`src/rtl/losbt_pkg.sv`:
```
// widths, stage payload types and item codes shared by the line-of-sight box test
`timescale 1ns / 1ps

package losbt_pkg;

  localparam int CoordW   = 24;
  localparam int RangeW   = 23;
  localparam int DiffW    = CoordW + 1;
  localparam int PosW     = CoordW + 2;
  localparam int SqW      = 2 * DiffW;
  localparam int RangeSqW = 2 * RangeW;
  localparam int DistW    = SqW + 1;
  localparam int ProdW    = PosW + DiffW + 1;

  localparam logic KIND_QUERY  = 1'b0;
  localparam logic KIND_OBJECT = 1'b1;

  typedef struct packed {
    logic                     kind;
    logic                     is_player;
    logic                     last;
    logic [RangeW-1:0]        sight_range;
    logic signed [CoordW-1:0] wid;
    logic signed [CoordW-1:0] hgt;
    logic signed [DiffW-1:0]  sq_x;
    logic signed [DiffW-1:0]  sq_y;
    logic signed [DiffW-1:0]  rx;
    logic signed [DiffW-1:0]  ry;
    logic signed [DiffW-1:0]  pxa;
    logic signed [DiffW-1:0]  pya;
    logic signed [PosW-1:0]   pxb;
    logic signed [PosW-1:0]   pyb;
  } diff_t;

  typedef struct packed {
    logic                    kind;
    logic                    is_player;
    logic                    last;
    logic [SqW-1:0]          sq_x;
    logic [SqW-1:0]          sq_y;
    logic [RangeSqW-1:0]     range_sq;
    logic signed [ProdW-1:0] dh;
    logic signed [ProdW-1:0] dv;
    logic signed [ProdW-1:0] t1;
    logic signed [ProdW-1:0] t2;
    logic signed [ProdW-1:0] t3;
    logic signed [ProdW-1:0] t4;
    logic signed [ProdW-1:0] pxa_ry;
    logic signed [ProdW-1:0] pxb_ry;
    logic signed [ProdW-1:0] pya_rx;
    logic signed [ProdW-1:0] pyb_rx;
  } prod_t;

  typedef struct packed {
    logic load;
    logic retire;
    logic emit;
  } eval_ctl_t;

endpackage

```
`src/rtl/losbt_front.sv`:
```
// input register, origin and target state, and the coordinate differences
`timescale 1ns / 1ps

module losbt_front (
  input  logic                                  clk,
  input  logic                                  rst,
  input  logic                                  load,
  input  logic                                  kind,
  input  logic signed [losbt_pkg::CoordW-1:0]   first_x,
  input  logic signed [losbt_pkg::CoordW-1:0]   first_y,
  input  logic signed [losbt_pkg::CoordW-1:0]   second_x,
  input  logic signed [losbt_pkg::CoordW-1:0]   second_y,
  input  logic [losbt_pkg::RangeW-1:0]          sight_range,
  input  logic                                  is_player,
  input  logic                                  last,
  output losbt_pkg::diff_t                      diff
);
  import losbt_pkg::*;

  logic                     s1_kind;
  logic signed [CoordW-1:0] s1_a;
  logic signed [CoordW-1:0] s1_b;
  logic signed [CoordW-1:0] s1_c;
  logic signed [CoordW-1:0] s1_e;
  logic [RangeW-1:0]        s1_range;
  logic                     s1_player;
  logic                     s1_last;

  logic signed [CoordW-1:0] origin_x;
  logic signed [CoordW-1:0] origin_y;
  logic signed [CoordW-1:0] target_x;
  logic signed [CoordW-1:0] target_y;

  logic signed [DiffW-1:0]  qdx;
  logic signed [DiffW-1:0]  qdy;
  logic signed [DiffW-1:0]  pxa;
  logic signed [DiffW-1:0]  pya;

  always_ff @(posedge clk) begin
    if (load) begin
      s1_kind   <= kind;
      s1_a      <= first_x;
      s1_b      <= first_y;
      s1_c      <= second_x;
      s1_e      <= second_y;
      s1_range  <= sight_range;
      s1_player <= is_player;
      s1_last   <= last;
    end
  end

  // the query's endpoints are taken at transfer, so the object right behind it sees them
  always_ff @(posedge clk) begin
    if (rst) begin
      origin_x <= '0;
      origin_y <= '0;
      target_x <= '0;
      target_y <= '0;
    end else if (load && kind == KIND_QUERY) begin
      origin_x <= first_x;
      origin_y <= first_y;
      target_x <= second_x;
      target_y <= second_y;
    end
  end

  always_comb begin
    qdx = DiffW'(s1_c) - DiffW'(s1_a);
    qdy = DiffW'(s1_e) - DiffW'(s1_b);
    pxa = DiffW'(s1_a) - DiffW'(origin_x);
    pya = DiffW'(s1_b) - DiffW'(origin_y);

    diff.kind        = s1_kind;
    diff.is_player   = s1_player;
    diff.last        = s1_last;
    diff.sight_range = s1_range;
    diff.wid         = s1_c;
    diff.hgt         = s1_e;
    diff.rx          = DiffW'(target_x) - DiffW'(origin_x);
    diff.ry          = DiffW'(target_y) - DiffW'(origin_y);
    diff.pxa         = pxa;
    diff.pya         = pya;
    diff.pxb         = PosW'(s1_a) + PosW'(s1_c) - PosW'(origin_x);
    diff.pyb         = PosW'(s1_b) + PosW'(s1_e) - PosW'(origin_y);
    // one pair of squarers serves the target distance and the corner distance
    diff.sq_x        = (s1_kind == KIND_OBJECT) ? pxa : qdx;
    diff.sq_y        = (s1_kind == KIND_OBJECT) ? pya : qdy;
  end

endmodule

```
`config.mk`:
```
export PLATFORM = sky130hd
export DESIGN_NAME = losbt_front
export DESIGN_NICKNAME = d
export VERILOG_FILES = /design/src/rtl/losbt_pkg.sv /design/src/rtl/losbt_front.sv
export SDC_FILE = /design/constraint.sdc
export NUM_CORES = 1
export LEC_CHECK = 0
export CORE_UTILIZATION = 30
export CTS_CLUSTER_SIZE = 8
export DETAILED_ROUTE_END_ITERATION = 7
export DONT_BUFFER_PORTS = 1
export GPL_TIMING_DRIVEN = 1
export PLACE_DENSITY_LB_ADDON = 0.2
export SYNTH_ARGS = -nofsm -noshare
export SYNTH_HDL_FRONTEND = slang
export SYNTH_SLANG_ARGS = --single-unit
```
`constraint.sdc`:
```
create_clock -name clk -period 7.1 [get_ports clk]
set_input_delay 1.065 -clock clk [delete_from_list [all_inputs] [get_ports clk]]
set_output_delay 1.065 -clock clk [all_outputs]
set_load 0.005 [all_outputs]
```
==> results.md <==
* Drt first pass iters at 6
* Maximum vdd ir drop at 0.000166 V
* Top_reg_cell synth: edfxtp_1
* Leading area contributor after synthesis: edfxtp_1
* Fin crit period at 5.75 ns
* Die area at 63,100 sq um
* Setup violators final at 0
* Final period util at 81.0%
* Max_slew headroom at 36.5%
* Die Wd at 251 um
* Post-Syn Area at 18,600 sq um
* Largest net degree at the start of global routing at 125
* Via-to-Cell Ratio at 5.20
* # rows at 90
* IO Count at 401
* Layout cell share with drive strength beyond 1 at 4.13%
* Setup crit start: s1_c[1]
* First-pass GRT wire length at 95.4 mm
* DRT Wirelength at 64.6 mm
* Top layer used by detailed routing: met5
* WS Path Type: reg -> out
* Combinational share of power at 41.7%
* Min Hold Slack at 0.451 ns
* Cells after Synth at 2,218
* Worst-path fanout max at 6
* CTS Buffer Depth at 3
* Pre-CTS setup slack at 2.00 ns
* Htree depth at 2
* CTS buffer count at 35
* Remaining Overflow, GRT at 0
* Clock skew at 0 ns
* Pleak at 0.00876 uW
* Post-synth EDFFs at 122
* CP Capture Type: primary output
* Count of input and output buffers at 0
* Fin. Hold Viols at 0
* Unique cell type count in the Yosys netlist at 83
* Mapped Nets at 2,593
* Core area at 60,800 sq um
* Yosys reg bits at 218
* Worst flop-to-flop path startpoint: origin_x[1]
* Met2 wire length at 29.0 mm
* Pwr Density at 264 nW/um^2
* Max Clock Freq at 0.174 GHz
* Hold buffers post-CTS at 0
* Result of the run: complete, no violations
* Max Cap Viol at 0
* Sequential share of power at 27.8%
* Remaining DRCs at 0
* Area contributors post-synth: edfxtp_1 (20%), ha_1 (13%), dfxtp_1 (10%)
* Final ANT Viol Nets at 0
* Gr usage total at 20.0%
* Switching portion of total power at 40.0%
* CTS tree: done
* Synth warn at 0
* Register area share after synthesis at 30.0%
* CTS sink cnt at 218
* Detailed-route wire length per cell at 21.5 um
* Max-slew violations at 0
* Clk pin slew, worst setup/hold paths at 0.05 ns
* Initial Utilization at 30.6%
* Vias at 15,600
* Vias in the first global route at 15,300
* Sw Pwr at 2160 uW
* Clk pwr share at 30.5%
* Syn-to-layout area delta at 10.0%
* HPWL Detailed at 51.1 mm
* CTS root buf: clkbuf_16
* 1st-iter DRT viols at 1,069
* Power Internal at 3250 uW
* R2r setup slk at 6.34 ns
* Crit path to: diff[51]
* Async set-reset flop share out of synthesis at 0%
* Reg2Reg Depth at 2
* # Post-CTS Setup Buffers at 0
* Worst-margin pin slew at 0.948 ns
* Hold WC Path Type: reg -> reg
* Initial antenna violation count at 4
* Worst setup SP type: register
* Unrepaired setup endpoints after global routing: no
* Die Y at 251 um
* WP data required at 6.03 ns
* Setup TNS at 0 ns
* CP Data Arrival Time at 4.69 ns
* Mapped Avg Cell Area at 8.40 sq um
* PostCTS Resize Cnt at 0
* Reg2reg end: origin_x[1]
* Setup WS post-layout at 1.35 ns
* Routed metal-1 wire length at 28.0 mm
* Clock Latency Late Sink at 0.55 ns
* Routability Congestion at 0.909
* Post-synth top area share at 19.7%
* Nets at 2,574
* Met3 wire length at 5.45 mm
-- cell usage after synthesis (5+ instances only) --
library cell and n:
nor3_1 32, o211ai_1 12, nand2b_1 34, a21oi_1 238
o31ai_1 10, a21o_1 61, mux2i_1 10, nand3_1 40
xnor2_1 97, o21a_1 29, o21bai_1 21, a31o_2 5
or3_1 9, clkbuf_1 52, a21boi_0 9, inv_1 306
nor2b_1 31, a31oi_1 13, nor2_1 122, and2_1 13
o2111ai_1 6, o21ai_0 89, nor4_1 5, edfxtp_1 122
ha_1 196, fa_1 54, dfxtp_1 96, xor2_1 50
a211oi_1 16, a311oi_1 5, nand4_1 14, buf_1 7
mux2_2 11, nand2_1 287, and3_1 26
-- worst max-delay path: stages, from the launching register on --
cell and delay, ns:
edfxtp_1 0.49, inv_1 0.15, fa_1 0.59, inv_1 0.06, ha_1 0.27, a21o_1 0.18, a21oi_1 0.24, o21bai_1 0.11
a21oi_1 0.30, a21oi_1 0.20, a21bo_2 0.25, a31oi_1 0.72, o21bai_1 0.26, a41oi_1 0.32
-- area by class of cell --
class / instances / area [sq um]
multi-input combinational: 1632 / 11700
fill: 6433 / 40300
tap: 782 / 978
antenna: 1 / 2.50
sequential: 218 / 5590
inverter: 306 / 1150
timing repair buffer: 6 / 45.0
clock buffer: 58 / 982
clock inverter: 5 / 87.6
-- cell usage in the layout (no fill, tap or decap), types with 32 or more instances in the layout --
cell / count
nor3_1: 32
nand2b_1: 33
xor2_1: 50
ha_1: 196
inv_1: 305
nor2_1: 122
edfxtp_1: 122
a21oi_1: 238
fa_1: 54
nand3_1: 40
a21o_1: 61
dfxtp_1: 96
clkbuf_16: 35
o21ai_0: 89
nand2_1: 287
xnor2_1: 97
-- worst min path at each step --
stage | cells after the start | end | startpoint | slack, ns
detailed placement | 2 | target_y[0] | target_y[0] | 0.44
finish | 2 | target_y[0] | target_y[0] | 0.45
global placement | 2 | target_y[0] | target_y[0] | 0.44
CTS | 2 | target_y[0] | target_y[0] | 0.45
global route | 2 | target_y[19] | target_y[19] | 0.47
floorplan | 2 | target_x[0] | target_x[0] | 0.44
-- sequential cells by signal, summed over array words and instances, names as in the netlist --
name,cells
s1_b,24
origin_x,24
target_x,24
s1_range,23
s1_kind,1
s1_a,24
s1_c,24
s1_player,1
s1_last,1
target_y,24
s1_e,24
origin_y,24
-- power by group through the flow --
stage	combinational [uW]	sequential, uW	clock (uW)
detailed placement	2250	1530	0
global route	2490	1510	1750
floorplan	1630	1500	0
finish	2250	1500	1650
CTS	2260	1500	1710
global placement	2230	1530	0
-- cell families (layout without fill, tap and decap cells) --
group	after synthesis	after routing	synth area share [%]
adder cells (fa/ha/maj)	250	250	19.0
multiplexers	21	21	1.20
AO/OA/AOI/OAI	575	575	19.7
buffers and inverters	368	375	7.48
flip-flops	218	218	30.0
AND/OR/NAND/NOR	639	639	15.8
other	0	1	0
XOR/XNOR	147	147	6.91
-- per-layer routing --
metal	track usage [%]	vias up
met3	5.92	102
met2	32.1	529
met4	6.81	2
li1	-	7612
met1	25.6	7401
met5	0	-
-- through the flow --
stage	utilization (%)	power (uW)	instance area, sq um	instances
4_1_cts	33.7	5470	20500	3007
5_1_grt	33.7	5760	20500	3007
3_5_place_dp	31.9	3770	19400	2944
6_report	33.7	5400	20500	3008
2_1_floorplan	-	3130	18600	2218
3_3_place_gp	31.9	3760	19400	2944
Power figures use the tool's default switching activity.
