**config.mk**
```make
export PLATFORM = sky130hd
export DESIGN_NAME = losbt_eval
export DESIGN_NICKNAME = d
export VERILOG_FILES = /design/src/rtl/losbt_pkg.sv /design/src/rtl/losbt_eval.sv
export SDC_FILE = /design/constraint.sdc
export NUM_CORES = 2
export LEC_CHECK = 0
export ABC_AREA = 1
export BUFFER_PORTS_ARGS = -buffer_cell sky130_fd_sc_hd__buf_2
export CORE_UTILIZATION = 61
export DETAILED_ROUTE_END_ITERATION = 8
export GPL_ROUTABILITY_DRIVEN = 0
export PLACE_DENSITY = 0.88
export SLEW_MARGIN = 25
export SYNTH_ARGS = -nofsm -noshare
export SYNTH_HDL_FRONTEND = slang
export SYNTH_SLANG_ARGS = --single-unit
export TNS_END_PERCENT = 100
```
**constraint.sdc**
```tcl
create_clock -name clk -period 4.7 [get_ports clk]
set_input_delay 0.47 -clock clk [delete_from_list [all_inputs] [get_ports clk]]
set_output_delay 0.47 -clock clk [all_outputs]
set_load 0.05 [all_outputs]
```
**src/rtl/losbt_pkg.sv**
```systemverilog
// widths, stage payload types and item codes shared by the line-of-sight box test
`timescale 1ns / 1ps

package losbt_pkg;

  localparam int CoordW   = 24;
  localparam int RangeW   = 23;
  localparam int DiffW    = CoordW + 1;
  localparam int PosW     = CoordW + 2;
  localparam int SqW      = 2 * DiffW;
  localparam int RangeSqW = 2 * RangeW;
  localparam int DistW    = SqW + 1;
  localparam int ProdW    = PosW + DiffW + 1;

  localparam logic KIND_QUERY  = 1'b0;
  localparam logic KIND_OBJECT = 1'b1;

  typedef struct packed {
    logic                     kind;
    logic                     is_player;
    logic                     last;
    logic [RangeW-1:0]        sight_range;
    logic signed [CoordW-1:0] wid;
    logic signed [CoordW-1:0] hgt;
    logic signed [DiffW-1:0]  sq_x;
    logic signed [DiffW-1:0]  sq_y;
    logic signed [DiffW-1:0]  rx;
    logic signed [DiffW-1:0]  ry;
    logic signed [DiffW-1:0]  pxa;
    logic signed [DiffW-1:0]  pya;
    logic signed [PosW-1:0]   pxb;
    logic signed [PosW-1:0]   pyb;
  } diff_t;

  typedef struct packed {
    logic                    kind;
    logic                    is_player;
    logic                    last;
    logic [SqW-1:0]          sq_x;
    logic [SqW-1:0]          sq_y;
    logic [RangeSqW-1:0]     range_sq;
    logic signed [ProdW-1:0] dh;
    logic signed [ProdW-1:0] dv;
    logic signed [ProdW-1:0] t1;
    logic signed [ProdW-1:0] t2;
    logic signed [ProdW-1:0] t3;
    logic signed [ProdW-1:0] t4;
    logic signed [ProdW-1:0] pxa_ry;
    logic signed [ProdW-1:0] pxb_ry;
    logic signed [ProdW-1:0] pya_rx;
    logic signed [ProdW-1:0] pyb_rx;
  } prod_t;

  typedef struct packed {
    logic load;
    logic retire;
    logic emit;
  } eval_ctl_t;

endpackage

```
**src/rtl/losbt_eval.sv**
```systemverilog
// product register, edge tests, range and blocked state, and the result register
`timescale 1ns / 1ps

module losbt_eval (
  input  logic                 clk,
  input  logic                 rst,
  input  losbt_pkg::eval_ctl_t ctl,
  input  losbt_pkg::prod_t     prod_in,
  output logic                 last3,
  output logic                 visible
);
  import losbt_pkg::*;

  prod_t p3;

  logic [DistW-1:0]        target_dist_sq;
  logic                    in_range;
  logic                    blocked;

  logic [DistW-1:0]        target_dist_sq_next;
  logic                    in_range_next;
  logic                    blocked_next;

  logic [DistW-1:0]        dist_sum;
  logic                    range_ok;
  logic signed [ProdW-1:0] u1;
  logic signed [ProdW-1:0] u2;
  logic signed [ProdW-1:0] u3;
  logic signed [ProdW-1:0] u4;
  logic [3:0]              hit;
  logic                    skip;

  // num / den within [0,1]; den is known nonzero
  function automatic logic unit_ratio(input logic signed [ProdW-1:0] num,
                                      input logic signed [ProdW-1:0] den);
    logic ok;
    if (den > 0) begin
      ok = (num >= 0) && (num <= den);
    end else begin
      ok = (num <= 0) && (num >= den);
    end
    return ok;
  endfunction

  always_ff @(posedge clk) begin
    if (ctl.load) begin
      p3 <= prod_in;
    end
  end

  always_comb begin
    dist_sum = DistW'(p3.sq_x) + DistW'(p3.sq_y);
    range_ok = dist_sum <= DistW'(p3.range_sq);

    u1 = p3.pya_rx - p3.pxa_ry;
    u2 = p3.pxb_ry - p3.pya_rx;
    u3 = p3.pxb_ry - p3.pyb_rx;
    u4 = p3.pyb_rx - p3.pxa_ry;

    // parallel or collinear edges give a zero denominator and never hit
    hit[0] = (p3.dh != '0) && unit_ratio(p3.t1, p3.dh) && unit_ratio(u1, p3.dh);
    hit[1] = (p3.dv != '0) && unit_ratio(p3.t2, p3.dv) && unit_ratio(u2, p3.dv);
    hit[2] = (p3.dh != '0) && unit_ratio(p3.t3, p3.dh) && unit_ratio(u3, p3.dh);
    hit[3] = (p3.dv != '0) && unit_ratio(p3.t4, p3.dv) && unit_ratio(u4, p3.dv);

    skip = p3.is_player || (dist_sum == '0) || (dist_sum > target_dist_sq);

    unique case (p3.kind)
      KIND_QUERY: begin
        target_dist_sq_next = dist_sum;
        in_range_next       = range_ok;
        blocked_next        = 1'b0;
      end
      KIND_OBJECT: begin
        target_dist_sq_next = target_dist_sq;
        in_range_next       = in_range;
        blocked_next        = blocked || (!skip && (hit != '0));
      end
    endcase
  end

  always_ff @(posedge clk) begin
    if (rst) begin
      target_dist_sq <= '0;
      in_range       <= 1'b0;
      blocked        <= 1'b0;
    end else if (ctl.retire) begin
      target_dist_sq <= target_dist_sq_next;
      in_range       <= in_range_next;
      blocked        <= blocked_next;
    end
  end

  always_ff @(posedge clk) begin
    if (ctl.emit) begin
      visible <= in_range_next && !blocked_next;
    end
  end

  assign last3 = p3.last;

endmodule

```
==> results of run 1 <==
-- per-stage QoR --
| stage | util (%) | cell area, um2 | hold WS, ns | cells |
|---|---|---|---|---|
| floorplan | - | 58900 | 0.428 | 7898 |
| global placement | 68.2 | 65000 | 0.442 | 9964 |
| detailed placement | 68.2 | 65000 | 0.464 | 9964 |
| CTS | 77.3 | 73600 | 0.000376 | 10700 |
-- per-layer routing --
metal / track usage, % / overflow
met5: 21.6 / 1
met4: 60.0 / 42
met3: 48.1 / 11
met2: 84.8 / 69
met1: 66.6 / 5
-- what timing repair did --
item / 4_1_cts
setup endpoints to repair: 2
gates resized for setup: 10
setup buffers: 0
hold buffers: 609
endpoints found under the hold margin: 609
pin swaps: 1
-- logic make-up after synthesis --
kind of cell / synth area share, %
buffers and inverters: 10.9
xor gates and xnor gates: 1.34
adders and majority gates: 16.5
DFF: 35.9
AOI/OAI and AO/OA: 7.70
and+or+nand+nor: 27.6
==> metrics.txt, run 1 <==
syn_area_per_cell 7.46 um2; CTS H-Tree Depth 3; cell accounting for the most synthesized area edfxtp_1; Synth Flop Type edfxtp_1; GRT worst endpoint visible$_DFFE_PP_/D; Last stage 5_1_grt; dpl hpwl roughly 180 mm; Initial Util about three fifths; YS warnings 0; Err [ERROR GRT-0232] Routing congestion too high. Check the congestion heatmap in the GUI.; root buf cell clkbuf_16; Setup WS pre-CTS -0.243 ns; Synth top area share 34.1%; Num CTS Buffers 79; Port Buffers 675; Die H roughly 310 um; status did not finish; Max Buffers Root-to-Sink 3; Post-synth EDFFs 670; Synth area leaders edfxtp_1 34%, ha_1 16%, nand2_1 15%, inv_1 11%, a21oi_1 3.7%; most common cell in the netlist nand2_1; FFs w/ async S/R, synth 0%; post-synthesis cell area 58900 um2; sequential share of the synthesized area 35.9%; Overflow after GRT 128; Worst-path end type register data pin; Post-synth top cells 2408 x nand2_1, 1690 x inv_1, 767 x ha_1, 670 x edfxtp_1, 531 x nor2_1; number of synthesized register bits 723; pin count of the biggest net entering global routing 106; Net Count, Synth 9344; Syn Inst Count 7898; Synth cell types 62; die width ~310 um; row count 113; All-Layer GR Usage 65.6%; # IOs 676; clock sink count 723
==> run 2: changes to the inputs <==
CORE_UTILIZATION = 40   (was 61)
PLACE_DENSITY = not set   (was 0.88)
PLACE_DENSITY_LB_ADDON = 0.15   (was not set)
==> run 2 against run 1 <==
The flow now finishes without violations. Synthesized area stayed put. Synthesized cell count stayed put.
==> metrics.txt, run 2 <==
status complete, no violations (was did not finish); Fin. Hold Viols 0; YS warnings 0 (unchanged); Logic pwr share a little over two fifths; RR Endpoint visible; Synth cell types 62 (unchanged); WP data required ~5.2 ns; Top reg by flops p3; die width 386 um (was 313 um); critical path fanouts, max 5; Post-synth top cells 2408 x nand2_1, 1690 x inv_1, 767 x ha_1, 670 x edfxtp_1, 531 x nor2_1 (unchanged); DRT iter0 DRCs 5131; Syn Inst Count 7898 (unchanged); initial antenna violation count 15; Final setup violation count 0; worst skew pair latency 0.71 ns; internal power 16.0 mW; Max Buffers Root-to-Sink 3 (unchanged); Vias/cell 5.17; most common cell in the netlist nand2_1 (unchanged); drt pass-1 iters 8; fill cell count 13.4k; r2r startpoint p3[35]; Worst-path clk slew roughly 0.07 ns; Overflow after GRT 0; # IOs 676 (unchanged); total power 26.1 mW; row count 140 (was 113); final period demand of the worst path 4.57 ns; setup repair after global routing missed its margin yes; nets@finish 11.4k; CTS H-Tree Depth 3 (unchanged); DR WL/cell approximately 21 um; core area 146000 um2; Reg power frac 30.7%; R2R depth 31; CP max-delay cell edfxtp_1; power density over cell area between 300 and 400 nW/um2; Post-synth EDFFs 670 (unchanged); crit path launch type flop; Synth Area in XOR/XNOR 1.34% (unchanged); crit end category flop; clock sink count 723 (unchanged); compound-gate portion of the synthesized area 7.70% (unchanged); Die ar. 149000 um2; All-Layer GR Usage 31.8%; post-route ant nets 0; Worst Tran Pin Value 0.987 ns; mux cell area share after synthesis 0% (unchanged); Total Wirelength 247 mm; adder and majority gate portion of the synthesized area 16.5% (unchanged); Num CTS Buffers 83 (was 79); post-synthesis cell area 58900 um2 (unchanged); Crit path top cell by count nand2_1; commonest non-fill, non-tap cell in the layout nand2_1; Synth Flop Type edfxtp_1 (unchanged); critical path class reg2reg; Clock Power Share about a quarter; Leakage 41.3 nW; Worst Min Path Start prod_in[34]; via count 62.0k; Synth top area share 34.1% (unchanged); Psw 10.1 mW; R2R Setup Slk 0.13 ns; Net Count, Synth 9344 (unchanged); maximum clock rate around 0.22 GHz; Crit path arrival time 5.03 ns; pin count of the biggest net entering global routing 101; syn_area_per_cell 7.46 um2 (unchanged); Final Cycle Share 97.2%; layout cells sized above 1 23.0%; post-route insts no fill 12.0k; CP max stage delay 0.54 ns; # DRC 0; max FFs per register 668; utilization after layout 56.7%; number of synthesized register bits 723 (unchanged); sequential share of the synthesized area 35.9% (unchanged); MaxCap Viol Count 0; Setup WS pre-CTS -0.490 ns (was -0.243 ns); hold-critical path depth 1; Switching Share 38.8%; Peak VDD IR 0.310 mV; Die H 386 um (was 313 um); max-slew violation count 0; FFs w/ async S/R, synth 0% (unchanged); Initial Util 40.4% (was 61.9%); Clock Skews 0.0369 ns; slew margin rel. approximately a third; Port Buffers 675 (unchanged); Final WS setup approximately 0.13 ns; area grow syn2layout 40.3%; worst hold path endpoint p3[34]; root buf cell clkbuf_16 (unchanged); Synth area leaders edfxtp_1 34%, ha_1 16%, nand2_1 15%, inv_1 11%, a21oi_1 3.7% (unchanged); main combinational cell family by area after synthesis simple AND/OR/NAND/NOR gates (unchanged); post-synthesis simple-gate area fraction 27.6% (unchanged); dpl hpwl 200 mm (was 177 mm); Hold Crit Class in2reg; CTS tree yes; cell accounting for the most synthesized area edfxtp_1 (unchanged); first-pass GRT wire length between 300 and 400 mm; placed instance count 11.1k (was 9964); vias in the first global route 59.8k; commonest non-fill, non-tap cells in the layout 2204 x nand2_1, 1615 x inv_1, 674 x buf_2; leading registers by flop count p3: 668 flops, target_dist_sq: 51 flops
## run 2: cell counts after synthesis
No cell type changed its count.
## run 2: cell type report
cell class / instances / area, um2 / share of cell area (%)
Tap cell: 1917 / 2400 / 2.90
Clock buffer: 94 / 2120 / 2.56
Clock inverter: 60 / 601 / 0.726
Sequential cell: 723 / 21200 / 25.6
Timing Repair Buffer: 2016 / 15300 / 18.5
Antenna cell: 15 / 37.5 / 0.0454
Inverter: 1710 / 6430 / 7.78
Multi-Input combinational cell: 5456 / 34600 / 41.9
## run 2: per-layer routing
metal	track usage, %	wire length, um	share of wire, %	up-vias
met5	0	15	0.0061	-
met4	16.2	14500	5.9	4
met3	4.71	19900	8.1	585
met2	50.7	109000	44	2723
met1	41.7	104000	42	28800
li1	-	-	-	29800
## run 2: cell families after synthesis
kind of cell	count (synthesis)
DFF	723
adders and majority gates	772
and+or+nand+nor	3799
xor gates and xnor gates	81
AOI/OAI and AO/OA	804
buffers and inverters	1719
## run 2: what timing repair did
| item | 4_1_cts | 5_1_grt |
|---|---|---|
| gates resized for setup | 46 | 737 |
| cloned | 0 | 0 |
| endpoints found under the hold margin | 659 | 0 |
| setup buffers | 2 | 46 |
| hold buffers | 659 | 0 |
| endpoints found under the setup margin | 2 | 3 |
| pin swaps | 11 | 122 |
## run 2: worst max-delay path: cells and delay by family (launching register included)
kind / cells / cell delay (ns)
fa+ha+maj: 2 / 0.65
buf+inv: 3 / 0.42
compound gates: 3 / 0.33
simple gates: 23 / 2.36
flops: 1 / 0.54
## run 2: worst max path at each step
stage,from,to,cells past startpoint
after global routing,p3[179],visible,31
after detailed placement,p3[156],visible,32
after global placement,p3[156],visible,32
after CTS,p3[156],visible,32
after floorplan,p3[52],visible,34
final,p3[35],visible,31
## run 2: power by group through the flow
stage	registers [mW]	clock network, mW	logic (mW)
2_1_floorplan	7.92	0	5.93
3_3_place_gp	8.10	0	9.66
3_5_place_dp	8.10	0	9.87
4_1_cts	7.98	6.71	10.4
5_1_grt	8.04	6.93	12.6
6_report	8.01	6.59	11.5
## run 2: metrics by stage
| step | hold WS (ns) | TNS [ns] | area, um2 |
|---|---|---|---|
| finish | 0.0546 | 0 | 82700 |
| global route | 0.0318 | -0.268 | 82700 |
| CTS | 0.00394 | 0 | 79100 |
| detailed placement | 0.455 | -0.816 | 69600 |
| global placement | 0.451 | -0.717 | 69600 |
| floorplan | 0.428 | 0 | 58900 |
Note: power is estimated with default switching activity, not from simulation.
